### config.mk
export PLATFORM = sky130hd
export DESIGN_NAME = swm_ring
export DESIGN_NICKNAME = d
export VERILOG_FILES = /design/src/hw/rtl/swm_pkg.sv /design/src/hw/rtl/swm_ring.sv
export SDC_FILE = /design/constraint.sdc
export NUM_CORES = 2
export LEC_CHECK = 0
export BUFFER_PORTS_ARGS = -buffer_cell sky130_fd_sc_hd__buf_4
export CAP_MARGIN = 20
export CORE_MARGIN = 2
export CORE_UTILIZATION = 40
export DETAILED_ROUTE_END_ITERATION = 10
export PLACE_DENSITY = 0.66
export SYNTH_ARGS = -nofsm -noshare
export SYNTH_HDL_FRONTEND = slang
export SYNTH_SLANG_ARGS = --single-unit
### constraint.sdc
create_clock -name clk -period 5.1 [get_ports clk]
set_clock_uncertainty 0.1 [all_clocks]
set_input_delay 0.51 -clock clk [delete_from_list [all_inputs] [get_ports clk]]
set_output_delay 0.51 -clock clk [all_outputs]
set_load 0.05 [all_outputs]
### src/hw/rtl/swm_pkg.sv
package swm_pkg;

  localparam int WINDOW_MAX = 64;
  localparam int AGE_W      = (WINDOW_MAX > 1) ? $clog2(WINDOW_MAX) : 1;
  localparam int FILL_W     = $clog2(WINDOW_MAX + 1);

  localparam int SAMPLE_W    = 32;
  localparam int MEDIAN_W    = 33;
  localparam int IN_TDATA_W  = 32;
  localparam int OUT_TDATA_W = 40;

  localparam int CFG_ADDR_W = 3;
  localparam int CFG_DATA_W = 32;
  localparam int CFG_IDX_W  = CFG_ADDR_W - 2;
  localparam int WS_W       = 7;

  localparam logic [WS_W-1:0]      WS_RESET        = 7'd3;
  localparam logic [CFG_IDX_W-1:0] REG_WINDOW_SIZE = 1'b0;

  typedef struct packed {
    logic                       valid;
    logic [AGE_W-1:0]           age;
    logic signed [SAMPLE_W-1:0] value;
  } swm_entry_t;

  typedef enum logic [1:0] {
    OP_HOLD,
    OP_DELETE,
    OP_INSERT,
    OP_ROTATE
  } swm_op_t;

  typedef struct packed {
    swm_op_t                    op;
    logic signed [SAMPLE_W-1:0] x;
  } swm_cmd_t;

  typedef enum logic [2:0] {
    ST_IDLE,
    ST_DELETE,
    ST_INSERT,
    ST_SCAN,
    ST_OUT
  } swm_state_t;

endpackage

### src/hw/rtl/swm_ring.sv
module swm_ring (
  input  logic                                 clk,
  input  logic                                 wr_en,
  input  logic [swm_pkg::AGE_W-1:0]            addr,
  input  logic signed [swm_pkg::SAMPLE_W-1:0]  wdata,
  output logic signed [swm_pkg::SAMPLE_W-1:0]  rdata
);
  import swm_pkg::*;

  logic signed [SAMPLE_W-1:0] mem [WINDOW_MAX];
  logic signed [SAMPLE_W-1:0] rdata_r;

  // The slot is read before it is overwritten, giving the sample that leaves.
  always_ff @(posedge clk) begin
    if (wr_en) begin
      rdata_r   <= mem[addr];
      mem[addr] <= wdata;
    end
  end

  assign rdata = rdata_r;

endmodule

Word level (Yosys, flattened, before mapping)
Memories as Yosys holds them, arrays and structs flattened. A register that Yosys moved wholly into a read port is not among the register bits.
Cells that the tools add are included.

word-level totals
  register bits after elaboration = 0
  RAM bits = 2048
  output and inout port bits = 32
  logic and storage cells = 3
  memories = 1

operators by class
  multiplexer cells = 2

memory list
  memory  words  bits a word  rd ports  clocked after memory_dff  wr ports  line            text
  mem     64     32           1         1                         1         swm_ring.sv:10  logic signed [SAMPLE_W-1:0] mem [WINDOW_MAX];

operators by type and width
  cell               count
  two-way mux 1 bit  2

Depth between registers and ports, before layout
  depth in word-level cells = 2
  mapped depth = 13

Worst setup path after synthesis
OpenSTA, ideal clock, no wires.

  kind = input-to-reg
  from = input port addr[2] (netlist bit)
  to = memory mem[15][0], enable pin
  setup time = 0.421 ns
  arrival = 3.328 ns
  path slack = 1.251 ns
  stages on the path = 8
  path buffers = 6
  path through = buf_2 buf_2 buf_2 buf_2 buf_2 buf_2 nand3_1 nor2_1

RTL lines
  item                line            text
  start: declaration  swm_ring.sv:4   input logic [swm_pkg::AGE_W-1:0] addr,
  end: declaration    swm_ring.sv:10

No word-level cell before the write port.

==> impl_metrics.json <==
{
  "whs_path_depth": 1,
  "synthesis.instances": 4239,
  "worst_hold_startpoint": "wr_en",
  "worstSkewPairLatency_ns": 0.83,
  "effective_utilization_at_floorplan_pct": 40.2,
  "slowest_stage": "a2111oi_0",
  "period_share_pct": 62.4,
  "grt_pass1_wl_um": 305000,
  "total_clock_sinks": 2080,
  "first_pass_iters": 8,
  "maxSlewViolCount": 0,
  "worst-slew-pin-transition_ns": 1.18,
  "vdd_ir_drop_max_mv": 0.404,
  "detail_route.wl_per_cell_um": 29.5,
  "floorplan.io_pins": 72,
  "whs_endpoint": "rdata[1]$_DFFE_PP_",
  "postSynthRegisterBits": 2080,
  "synth_enable_flop_cells": 2080,
  "drv.max_cap_violation_count": 0,
  "worst_flop_to_flop_path_startpoint": "mem[21][29]$_DFFE_PP_",
  "die_area_um2": 202000,
  "die_y_um": 449,
  "share_of_the_yosys_chip_area_belonging_to_registers_pct": 78.8,
  "maximum_number_of_pins_on_one_net_before_global_route_repair": 103,
  "synth-warning-count": 0,
  "netlist.area_leader.share_pct": 78.8,
  "detailedPlacementHpwl_um": 122000,
  "die_width_um": 449,
  "numCtsBuffers": 194,
  "postLayoutCellArea_um2": 90800,
  "timing.slew.headroom_pct": 21.1,
  "io_buffers": 71,
  "ctsLongestPathBuffers": 3,
  "postSynthNetCount": 4279,
  "finalCoreUtilization_pct": 46.1,
  "p_total_mw": 35.6,
  "startpoint_type": "primary input",
  "setup_repair_after_global_routing_missed_its_margin": "false",
  "hold_violations": 0,
  "end_kind": "flip-flop",
  "area_inside_the_core_boundary_um2": 197000,
  "numPlacedInstances": 6861,
  "rr_endpoint": "rdata[29]$_DFFE_PP_",
  "timing.setup.critical_path_class": "primary input to flip-flop",
  "number_of_antenna_violations_at_the_first_check_in_global_routing": 3,
  "cts_resized": 0,
  "h-tree-depth": 4,
  "vias_per_cell": 6.00,
  "synthFlopType": "edfxtp_1",
  "netlist_area_um2": 79200,
  "grt_pass1_vias": 42187,
  "globalRoute.totalOverflow": 0,
  "root_buffer_selected_by_cts": "clkbuf_16",
  "timing.final.crit_period_ns": 3.18,
  "post_cts_setup_repair_buffer_count": 0,
  "drive_gt1_share_pct": 19.2,
  "route.vias.total": 43384,
  "count_of_distinct_cell_types_in_the_synthesized_netlist": 55,
  "power-per-cell-area_nw_per_um2": 392,
  "synthDominantAreaCellType": "edfxtp_1",
  "timing.fmax_mhz": 314,
  "placement_rows": 163,
  "path_clk_slew_ns": 0.06,
  "drt.antenna.violating_nets": 0,
  "status": "complete, no violations",
  "worst-endpoint-required_ns": 5.54,
  "ys_async_sr_fraction_pct": 0,
  "path_cells": "buf_8 > inv_1 > buf_4 > and3_1 > nor4_1 > a31oi_1 > a2111oi_0 > nand3_1",
  "setup_viol_count_final": 0,
  "cellLeakagePower_nw": 28.9,
  "final_sum_of_negative_setup_slack_ns": 0,
  "routabilityCongestion": 0.853,
  "drcViolationCount": 0,
  "cp_max_fo": 57,
  "drt_iter0_drc": 5807,
  "final-instance-count-excl-fill": 7227,
  "finalNetCount": 4457,
  "synth.top_cells.by_area": "edfxtp_1 79%, mux2i_1 3.3%, mux4_2 2.7%, mux2_2 2.1%, a221oi_1 1.9%",
  "crit_arrival_ns": 3.62,
  "timing.final.ws_setup_ns": 1.92,
  "depth_of_the_worst_register_to_register_path": 5,
  "placement.setup.worst_slack_ns": 0.970,
  "hold-worst-slack_ns": 0.118,
  "cts_tree": "done",
  "critical_path.max_stage_delay_ns": 0.92,
  "worstHoldPathType": "primary input to flip-flop",
  "wirelength_um": 213000,
  "cts_hold_repair.buffers": 0,
  "detailed_place.area_um2": 84400,
  "regToRegSetupSlack_ns": 2.21,
  "synth.avg_cell_area_um2": 18.7,
  "p_r_area_growth_vs_syn_pct": 14.6,
  "track_usage_pct": 20.6
}
## worst max-delay path by stage
stage / endpoint / cells past startpoint / startpoint
finish: rdata[20]$_DFFE_PP_ / 8 / addr[2]
global route: rdata[20]$_DFFE_PP_ / 10 / addr[0]
global placement: rdata[28]$_DFFE_PP_ / 10 / addr[0]
CTS: rdata[20]$_DFFE_PP_ / 10 / addr[0]
detailed placement: rdata[20]$_DFFE_PP_ / 10 / addr[0]
floorplan: mem[15][0]$_DFFE_PP_ / 8 / addr[2]
## area by class of cell
class / count / area [um2]
diodes: 3 / 7.51
flip-flops and latches: 2080 / 62500
well taps: 2640 / 3300
clock inverters: 119 / 1240
multi-input cells: 1859 / 16100
repair buffers: 280 / 2570
fillers: 16452 / 106000
clock buffers: 244 / 5150
inverters: 2 / 15.0
## cells in the mapped netlist (all sizes together) (70+ instances only)
library cell  instances
a22oi               188
edfxtp             2080
mux4                 96
o22ai                93
buf                 129
nor2                145
mux2i               259
mux2                147
a221oi              175
o21ai                85
a21oi               121
o22a                 70
and3                 85
clkbuf              169
## metal layers
| layer | GRT usage (%) | part of all wire [%] | vias to the layer above |
|---|---|---|---|
| li1 | - | - | 18070 |
| met1 | 29.4 | 41 | 22564 |
| met2 | 32.2 | 47 | 2384 |
| met3 | 3.23 | 9.2 | 362 |
| met4 | 7.47 | 3.5 | 4 |
| met5 | 0 | 0.013 | - |
## power breakdown
part           internal [mW]  switching, mW  leakage, nW  total (mW)
logic                  0.577           1.33         7.07        1.90
clock network           8.37           6.25         3.12        14.6
registers               19.0         0.0740         18.7        19.0
total                   27.9           7.65         28.9        35.6
## worst max-delay path: cells and delay by family
family          cells  cell delay (ns)
buf+inv             3             1.05
compound gates      2             1.13
simple gates        3             0.82
## flip-flops by register name, summed over array words and instances (netlist names)
signal / flops
rdata: 32
mem: 2048
## cell families (layout without fill, tap and decap cells)
logic type	Yosys count	in the layout	synth area share [%]
DFF	2080	2080	78.8
AOI/OAI and AO/OA	933	933	8.63
muxes	502	502	8.09
and+or+nand+nor	424	424	2.79
buffers and inverters	300	645	1.68
other	0	3	0
## cells in the final DEF, fill, tap and decap left out, drive strengths merged, types with 16 or more instances in the layout
cell	count
a21oi	121
nand2	28
a31oi	43
o21ai	85
nor2	145
o22a	70
a22o	66
clkinv	86
nand2b	18
nor3	22
a211oi	17
mux2	147
bufinv	24
mux2i	259
mux4	96
a22oi	188
buf	280
o22ai	93
a221oi	175
and3	85
edfxtp	2080
nand3	54
clkbuf	244
a222oi	16
Note: power is estimated with default switching activity, not from simulation.
